[config.mk]
export PLATFORM = sky130hd
export DESIGN_NAME = rv32i_subset_execute_core
export DESIGN_NICKNAME = d
export VERILOG_FILES = /design/src/rtl/core/rvexe_pkg.sv /design/src/rtl/core/rv32i_subset_execute_core.sv /design/src/rtl/core/rvexe_ram.sv /design/src/rtl/core/rvexe_exec.sv
export SDC_FILE = /design/constraint.sdc
export NUM_CORES = 2
export LEC_CHECK = 0
export BUFFER_PORTS_ARGS = -buffer_cell sky130_fd_sc_hd__buf_2
export CAP_MARGIN = 20
export CELL_PAD_IN_SITES_DETAIL_PLACEMENT = 0
export CELL_PAD_IN_SITES_GLOBAL_PLACEMENT = 1
export CORE_AREA = 2 2 505 507
export DETAILED_ROUTE_END_ITERATION = 10
export DIE_AREA = 0 0 507 509
export PLACE_DENSITY_LB_ADDON = 0.1
export SKIP_CTS_REPAIR_TIMING = 1
export SYNTH_ARGS = -nofsm -noshare
export SYNTH_HDL_FRONTEND = slang
export SYNTH_SLANG_ARGS = --single-unit
[constraint.sdc]
create_clock -name clk -period 10.1 [get_ports clk]
set_clock_uncertainty 0.1 [all_clocks]
set_input_delay 2.02 -clock clk [delete_from_list [all_inputs] [get_ports clk]]
set_output_delay 2.02 -clock clk [all_outputs]
set_load 0.03 [all_outputs]
[src/rtl/core/rvexe_pkg.sv]
// Package for the RV32I subset execute core: opcodes, funct codes and the
// per-item execute result struct. No dependencies.
package rvexe_pkg;

  localparam logic [6:0] OPC_HALT  = 7'b0000000;
  localparam logic [6:0] OPC_R     = 7'b0110011;
  localparam logic [6:0] OPC_I     = 7'b0010011;
  localparam logic [6:0] OPC_LOAD  = 7'b0000011;
  localparam logic [6:0] OPC_STORE = 7'b0100011;

  localparam logic [6:0] F7_ADD = 7'b0000000;
  localparam logic [6:0] F7_SUB = 7'b0100000;

  localparam logic [2:0] F3_ADD = 3'b000;
  localparam logic [2:0] F3_OR  = 3'b110;
  localparam logic [2:0] F3_AND = 3'b111;

  localparam int unsigned RESULT_BITS = 80;

  typedef struct packed {
    logic        halted;
    logic        wr;     // register write, already dropped for x0
    logic        ld;
    logic        st;
    logic [4:0]  rd;     // zero unless wr
    logic [31:0] val;    // ALU result, zero for loads
    logic [31:0] addr;   // rs1 + imm for load/store, else zero
    logic [31:0] sval;   // store data, else zero
  } exec_t;

endpackage

[src/rtl/core/rv32i_subset_execute_core.sv]
// Top level of the RV32I subset execute core: register file, banked data
// memory, forwarding and output skid buffer. Depends on rvexe_pkg,
// rvexe_ram and rvexe_exec.
//
// Usage:
//   Input channel s_*: one 32-bit instruction per item on s_tdata.
//   Output channel m_*: one result item per instruction on m_tdata.
//   Supported: ADD SUB AND OR ADDI ANDI ORI LW SW. Opcode zero reports
//   halted; branches and unknown encodings produce an all-zero result.
//   Pipeline: operands are read on the edge that accepts the instruction,
//   then execute/memory into stage 2, then writeback into the output register.
//   Throughput: one item per cycle; the pipeline only stops when both the
//   output register and the skid register are full.
//   Reset: register file reads zero at once (valid bits); the data memory
//   is swept to zero, one row of all four byte banks per cycle, with
//   s_tready low until the sweep is done.
//   Stall: a stalled output keeps m_tdata steady; one more result is
//   parked in the skid register, then s_tready drops until it drains.
//   DATA_BYTES must be a power of two; addresses wrap modulo DATA_BYTES.
module rv32i_subset_execute_core
  import rvexe_pkg::*;
#(
  parameter int unsigned DATA_BYTES = 128
) (
  input  logic                   clk,
  input  logic                   rst,
  input  logic                   s_tvalid,
  output logic                   s_tready,
  input  logic [31:0]            s_tdata,  // [31:0] instruction_word
  output logic                   m_tvalid,
  input  logic                   m_tready,
  // m_tdata from bit 0: halted, writes_register, dest_register[4:0],
  // write_value[31:0], stores_memory, mem_address[6:0], store_value[31:0], pad
  output logic [RESULT_BITS-1:0] m_tdata
);

  localparam int unsigned ADDR_W = $clog2(DATA_BYTES);
  localparam int unsigned ROWS   = DATA_BYTES / 4;
  localparam int unsigned ROW_W  = ADDR_W - 2;

  // ---------------------------------------------------------------- control
  logic             en;        // pipeline advance
  logic             in_acc;
  logic             clr_busy;
  logic [ROW_W-1:0] clr_row;

  logic                   out_v;
  logic [RESULT_BITS-1:0] out_d;
  logic                   skid_v;
  logic [RESULT_BITS-1:0] skid_d;

  assign en       = !skid_v;
  assign s_tready = en && !clr_busy;
  assign in_acc   = s_tvalid && s_tready;
  assign m_tvalid = out_v;
  assign m_tdata  = out_d;

  // data memory clearing sweep after reset
  always_ff @(posedge clk) begin
    if (rst) begin
      clr_busy <= 1'b1;
      clr_row  <= '0;
    end else if (clr_busy) begin
      clr_row <= clr_row + 1'b1;
      if (clr_row == ROW_W'(ROWS - 1)) begin
        clr_busy <= 1'b0;
      end
    end
  end

  // ---------------------------------------------------------- stage 1: read
  logic        v1;
  logic [31:0] instr1;
  logic        va1;
  logic        vb1;
  logic [31:0] qa;
  logic [31:0] qb;
  logic [31:0] rf_valid;

  // stage 2 / writeback signals used for forwarding
  logic        v2;
  exec_t       ex2;
  logic [1:0]  lo2;
  logic [31:0] val2;
  logic        rf_we;
  logic        wb_v;
  logic [4:0]  wb_rd;
  logic [31:0] wb_val;

  always_ff @(posedge clk) begin
    if (rst) begin
      v1 <= 1'b0;
    end else if (en) begin
      v1 <= in_acc;
    end
  end

  always_ff @(posedge clk) begin
    if (in_acc) begin
      instr1 <= s_tdata;
      va1    <= rf_valid[s_tdata[19:15]];
      vb1    <= rf_valid[s_tdata[24:20]];
    end
  end

  // two copies of the register file, one per read port
  rvexe_ram #(.WIDTH(32), .DEPTH(32)) u_rf_a (
    .clk   (clk),
    .we    (rf_we),
    .waddr (ex2.rd),
    .wdata (val2),
    .re    (in_acc),
    .raddr (s_tdata[19:15]),
    .rdata (qa)
  );

  rvexe_ram #(.WIDTH(32), .DEPTH(32)) u_rf_b (
    .clk   (clk),
    .we    (rf_we),
    .waddr (ex2.rd),
    .wdata (val2),
    .re    (in_acc),
    .raddr (s_tdata[24:20]),
    .rdata (qb)
  );

  // operand forwarding: stage 2 result first, then the write that
  // landed on the same edge as the RAM read, then the RAM itself
  logic [4:0]  rs1;
  logic [4:0]  rs2;
  logic [31:0] a1;
  logic [31:0] b1;

  assign rs1 = instr1[19:15];
  assign rs2 = instr1[24:20];

  always_comb begin
    if (rs1 == 5'd0) begin
      a1 = '0;
    end else if (v2 && ex2.wr && ex2.rd == rs1) begin
      a1 = val2;
    end else if (wb_v && wb_rd == rs1) begin
      a1 = wb_val;
    end else begin
      a1 = va1 ? qa : '0;
    end
    if (rs2 == 5'd0) begin
      b1 = '0;
    end else if (v2 && ex2.wr && ex2.rd == rs2) begin
      b1 = val2;
    end else if (wb_v && wb_rd == rs2) begin
      b1 = wb_val;
    end else begin
      b1 = vb1 ? qb : '0;
    end
  end

  // ------------------------------------------------------ stage 1: execute
  exec_t ex1;

  rvexe_exec u_exec (
    .instr (instr1),
    .a     (a1),
    .b     (b1),
    .ex    (ex1)
  );

  logic [ADDR_W-1:0] byte_addr;
  logic [1:0]        lo1;
  logic [ROW_W-1:0]  row1;

  assign byte_addr = ex1.addr[ADDR_W-1:0];
  assign lo1       = byte_addr[1:0];
  assign row1      = byte_addr[ADDR_W-1:2];

  // four byte banks; bank k holds addresses with low bits k
  logic [7:0] bank_q [4];

  for (genvar k = 0; k < 4; k++) begin : g_bank
    logic [1:0]       idx;       // which byte of the word lands here
    logic [ROW_W-1:0] row_k;
    logic [7:0]       st_byte;
    logic             we_k;
    logic [ROW_W-1:0] addr_k;

    assign idx     = 2'(k) - lo1;
    assign row_k   = (2'(k) >= lo1) ? row1 : row1 + 1'b1;
    assign st_byte = 8'(ex1.sval >> {idx, 3'b000});
    assign we_k    = clr_busy || (en && v1 && ex1.st);
    assign addr_k  = clr_busy ? clr_row : row_k;

    rvexe_ram #(.WIDTH(8), .DEPTH(ROWS)) u_mem (
      .clk   (clk),
      .we    (we_k),
      .waddr (addr_k),
      .wdata (clr_busy ? 8'h00 : st_byte),
      .re    (en && v1 && ex1.ld),
      .raddr (row_k),
      .rdata (bank_q[k])
    );
  end

  // ---------------------------------------------------- stage 2: writeback
  exec_t ex1_w;   // execute result with the address wrapped to memory size

  always_comb begin
    ex1_w      = ex1;
    ex1_w.addr = 32'(byte_addr);
  end

  always_ff @(posedge clk) begin
    if (rst) begin
      v2 <= 1'b0;
    end else if (en) begin
      v2 <= v1;
    end
  end

  always_ff @(posedge clk) begin
    if (en && v1) begin
      ex2 <= ex1_w;
      lo2 <= lo1;
    end
  end

  logic [31:0] ld_word;

  always_comb begin
    for (int i = 0; i < 4; i++) begin
      ld_word[8*i +: 8] = bank_q[lo2 + 2'(i)];
    end
  end

  assign val2  = ex2.ld ? (ex2.wr ? ld_word : '0) : ex2.val;
  assign rf_we = en && v2 && ex2.wr;

  always_ff @(posedge clk) begin
    if (rst) begin
      rf_valid <= '0;
    end else if (rf_we) begin
      rf_valid[ex2.rd] <= 1'b1;
    end
  end

  // last register write, seen by the item whose read shared its edge
  always_ff @(posedge clk) begin
    if (rst) begin
      wb_v <= 1'b0;
    end else if (en) begin
      wb_v <= v2 && ex2.wr;
    end
  end

  always_ff @(posedge clk) begin
    if (en) begin
      wb_rd  <= ex2.rd;
      wb_val <= val2;
    end
  end

  // ------------------------------------------------ output register + skid
  logic [RESULT_BITS-1:0] res2;
  logic                   res_in;

  assign res2 = {1'b0, ex2.sval, ex2.addr[6:0], ex2.st, val2, ex2.rd, ex2.wr,
                 ex2.halted};
  assign res_in = en && v2;

  always_ff @(posedge clk) begin
    if (rst) begin
      out_v  <= 1'b0;
      skid_v <= 1'b0;
    end else begin
      if (!out_v || m_tready) begin
        if (skid_v) begin
          out_v  <= 1'b1;
          skid_v <= 1'b0;
        end else begin
          out_v <= res_in;
        end
      end else if (res_in) begin
        skid_v <= 1'b1;
      end
    end
  end

  always_ff @(posedge clk) begin
    if (!out_v || m_tready) begin
      if (skid_v) begin
        out_d <= skid_d;
      end else if (res_in) begin
        out_d <= res2;
      end
    end else if (res_in) begin
      skid_d <= res2;
    end
  end

endmodule

[src/rtl/core/rvexe_ram.sv]
// Generic single-write, single-read RAM with registered read data.
// No dependencies.
module rvexe_ram #(
  parameter int unsigned WIDTH = 8,
  parameter int unsigned DEPTH = 32
) (
  input  logic                     clk,
  input  logic                     we,
  input  logic [$clog2(DEPTH)-1:0] waddr,
  input  logic [WIDTH-1:0]         wdata,
  input  logic                     re,
  input  logic [$clog2(DEPTH)-1:0] raddr,
  output logic [WIDTH-1:0]         rdata
);

  logic [WIDTH-1:0] mem [DEPTH];

  always_ff @(posedge clk) begin
    if (we) begin
      mem[waddr] <= wdata;
    end
    if (re) begin
      rdata <= mem[raddr];
    end
  end

endmodule

[src/rtl/core/rvexe_exec.sv]
// Decode and ALU for one instruction given its forwarded operands.
// Depends on rvexe_pkg.
module rvexe_exec
  import rvexe_pkg::*;
(
  input  logic [31:0] instr,
  input  logic [31:0] a,
  input  logic [31:0] b,
  output exec_t       ex
);

  logic [6:0]  opc;
  logic [4:0]  rd;
  logic [2:0]  f3;
  logic [6:0]  f7;
  logic [31:0] imm_i;
  logic [31:0] imm_s;

  assign opc   = instr[6:0];
  assign rd    = instr[11:7];
  assign f3    = instr[14:12];
  assign f7    = instr[31:25];
  assign imm_i = {{20{instr[31]}}, instr[31:20]};
  assign imm_s = {{20{instr[31]}}, instr[31:25], instr[11:7]};

  always_comb begin
    ex = '0;
    case (opc)
      OPC_HALT: begin
        ex.halted = 1'b1;
      end
      OPC_R: begin
        if (f3 == F3_ADD && f7 == F7_ADD) begin
          ex.val = a + b;
          ex.wr  = 1'b1;
        end else if (f3 == F3_ADD && f7 == F7_SUB) begin
          ex.val = a - b;
          ex.wr  = 1'b1;
        end else if (f3 == F3_OR) begin
          ex.val = a | b;
          ex.wr  = 1'b1;
        end else if (f3 == F3_AND) begin
          ex.val = a & b;
          ex.wr  = 1'b1;
        end
      end
      OPC_I: begin
        if (f3 == F3_ADD) begin
          ex.val = a + imm_i;
          ex.wr  = 1'b1;
        end else if (f3 == F3_OR) begin
          ex.val = a | imm_i;
          ex.wr  = 1'b1;
        end else if (f3 == F3_AND) begin
          ex.val = a & imm_i;
          ex.wr  = 1'b1;
        end
      end
      OPC_LOAD: begin
        ex.addr = a + imm_i;
        ex.ld   = 1'b1;
        ex.wr   = 1'b1;
      end
      OPC_STORE: begin
        ex.addr = a + imm_s;
        ex.st   = 1'b1;
        ex.sval = b;
      end
      default: begin
        ex = '0;
      end
    endcase
    // x0 writes vanish
    if (ex.wr && rd != 5'd0) begin
      ex.rd = rd;
    end else begin
      ex.wr  = 1'b0;
      ex.val = '0;
      ex.rd  = '0;
    end
  end

endmodule

==> flow_summary.json <==
{
  "yosysWarnings": 0,
  "std_cell_rows": 185,
  "n_fill_cell": 20868,
  "synth_nets": 7647,
  "dr_total_vias": 70284,
  "antenna_found_initial": 12,
  "insertion_delay_ns": 0.96,
  "grt_pass1_vias": 69115,
  "synth.top_cell.area_share_pct": 63.7,
  "yosys.area.top_type": "edfxtp_1",
  "portBuffers": 116,
  "p_clk_share_pct": 45.6,
  "max_freq_mhz": 120,
  "gp_congestion": 0.948,
  "synthToLayoutAreaGrowth_pct": 12.4,
  "worst_hold_slack_ns": 0.342,
  "slew_headroom_pct": 16.0,
  "hold_viol": 0,
  "route.detailed.wl_per_inst_um": 32.8,
  "p_seq_share_pct": 51.1,
  "cts_tree": "built",
  "endpoint_kind": "flip-flop",
  "ant_nets": 0,
  "numCtsBuffers": 289,
  "mostFrequentLayoutCells": "2,453 x edfxtp_1, 958 x nand2_1, 776 x mux4_2",
  "combPwrFrac_pct": 3.3,
  "power.switching_mw": 4.58,
  "syn_area_um2": 116000,
  "synthTopCellsByArea": "edfxtp_1 64%, mux4_2 15%, nand2_1 3.1%",
  "ys_seq_area_share_pct": 64.4,
  "cp_max_fo": 41,
  "min_path_type": "flip-flop to flip-flop",
  "cellPowerDensity_nw_per_um2": 170,
  "critPathSlowestCell": "o21ai_4",
  "async_reset_ff_share_pct": 0,
  "status": "finished, final reports clean",
  "finalCriticalPeriod_ns": 8.31,
  "syn_inst": 7441,
  "swShare_pct": 20.8,
  "p_leak_nw": 44.5,
  "nNetsFinal": 7784,
  "path_delay_family": "simple AND/OR/NAND/NOR gates",
  "required_ns": 10.54,
  "max_cap_violations": 0,
  "cpPeakStageDelay_ns": 0.84,
  "postSynthAreaPerCell_um2": 15.5,
  "cp.arrival_ns": 8.75,
  "worstMarginPinSlew_ns": 1.26,
  "rsz0062_at_grt": "no",
  "pin_count": 118,
  "clk_pin_slew_ns": 0.06,
  "power_mw": 22.1,
  "post-route-period-util_pct": 82.3,
  "criticalPathCategory": "flip-flop to flip-flop",
  "die_h_um": 509,
  "finalWirelength_um": 366000,
  "drc": 0,
  "setup_viol": 0,
  "ys_types": 95,
  "grt_max_degree": 126,
  "drive_gt1_share_pct": 24.0,
  "drtPass1Iterations": 6,
  "grt_pass1_wl_um": 519000,
  "grt_usage_pct": 28.2,
  "startpoint_type": "flip-flop",
  "intPower_mw": 17.5,
  "setup_tns_ns": 0,
  "cp_num_buf_inv": 3,
  "die_area_um2": 258000,
  "via_per_inst": 6.30,
  "drt-initial-drc-count": 9246,
  "core_um2": 253000,
  "crit_top_cell": "nand2_1",
  "drv_slew": 0,
  "grt_remaining_overflow": 0,
  "synthFlopType": "edfxtp_1",
  "cts_buffer_depth": 4,
  "irDropWorstVdd_mv": 0.174,
  "place_hpwl_um": 226000,
  "synth-seq-cells": 2496,
  "final_common_cell": "edfxtp_1",
  "synth-edff-count": 2453,
  "htree_levels": 5,
  "fin_util_pct": 51.4,
  "root_buffer": "clkbuf_16",
  "clock-sinks": 2496,
  "path_cells": "xor2_1 -> or4_1 -> or2_2 -> nand3_1 -> o21ai_0 -> nor2_1 -> ha_1 -> inv_1 -> fa_1 -> o21ai_0 -> nand2_1 -> inv_1 -> ha_1 -> o21ai_4 -> buf_4 -> nand2_1 -> a21oi_1 -> nand2_1 -> nor2_1",
  "die_w_um": 507,
  "start_util_pct": 45.7
}
[cells by family (layout without fill, tap and decap cells)]
logic type	count (synthesis)	in the layout	share of synthesized area, %
flops	2496	2496	64.4
simple gates	2084	2084	7.99
compound gates	877	877	5.02
fa+ha+maj	171	171	1.87
other cells	1	8	0.00324
mux	1045	1045	17.6
buf+inv	670	1013	2.26
xor+xnor	97	97	0.764
[metrics by stage]
step                std cells  worst slack [ns]  cell area (um^2)
floorplan                7441              1.38            116000
global placement        10645              1.30            121000
detailed placement      10650              1.85            121000
CTS                     11147              1.84            130000
global route            11152              1.23            130000
finish                  11157              1.79            130000
[power groups by stage]
| stage | registers [mW] | clock network, mW | logic (mW) |
|---|---|---|---|
| after floorplan | 11.5 | 0 | 0.506 |
| after CTS | 11.3 | 10.2 | 0.728 |
| after global routing | 11.3 | 10.6 | 0.758 |
| final | 11.3 | 10.1 | 0.720 |
| after global placement | 11.5 | 0 | 0.728 |
| after detailed placement | 11.5 | 0 | 0.726 |
[worst paths after layout]
kind            start                        end  slack [ns]  depth (start not counted)
min           ex2[18]                 skid_d[65]        0.34                          0
min reg2reg   ex2[18]                 skid_d[65]        0.34                          0
max reg2reg  ex2[100]  g_bank[2].u_mem.mem[1][1]        1.79                         19
max          ex2[100]  g_bank[2].u_mem.mem[1][1]        1.79                         19
[layout make-up]
class                   instances  area, um^2  share of cell area, %
repair buffers                323        2360                   1.82
clock buffers                 349        7570                   5.83
well taps                    3366        4210                   3.24
inverters                     193         733                  0.564
multi-input cells            4275       39200                   30.2
clock inverters               148        1350                   1.03
flip-flops and latches       2496       74500                   57.3
diodes                          7        17.5                 0.0135
[metal layers]
layer / part of all wire [%] / wire, um / track usage (%) / vias up
met5: 0.0033 / 12 / 0 / -
li1: - / - / - / 29569
met4: 3.1 / 11400 / 8.47 / 2
met2: 45 / 165000 / 42.5 / 3165
met1: 44 / 161000 / 42.1 / 36979
met3: 8.0 / 29200 / 4.62 / 569
[cells in the mapped netlist, types with 14 or more instances]
cell type,n
a211oi_1,19
a21o_1,42
a21oi_1,187
a221oi_1,19
a22oi_1,15
a311oi_1,88
a31oi_1,43
and3_1,177
buf_1,90
buf_2,51
clkbuf_1,327
dfxtp_1,43
edfxtp_1,2453
ha_1,166
inv_1,183
mux2_2,180
mux2i_1,87
mux4_2,776
nand2_1,958
nand2b_1,25
nand3_1,284
nor2_1,445
nor2b_1,15
nor3_1,51
nor4_1,14
o211ai_1,34
o21ai_0,219
o21bai_1,26
o22ai_1,40
or2_2,30
or3_1,15
xnor2_1,72
xor2_1,22
[sequential cells by signal, indices dropped and copies added (netlist names), 5 cells and up]
| signal | cells |
|---|---|
| g_bank.u_mem.mem | 1024 |
| u_rf_a.mem | 1024 |
| ex2 | 79 |
| m_tdata | 79 |
| skid_d | 79 |
| g_bank.u_mem.rdata | 32 |
| instr1 | 32 |
| rf_valid | 32 |
| u_rf_a.rdata | 32 |
| u_rf_b.rdata | 32 |
| wb_val | 32 |
| clr_row | 5 |
| wb_rd | 5 |
Note: power is estimated with default switching activity, not from simulation.
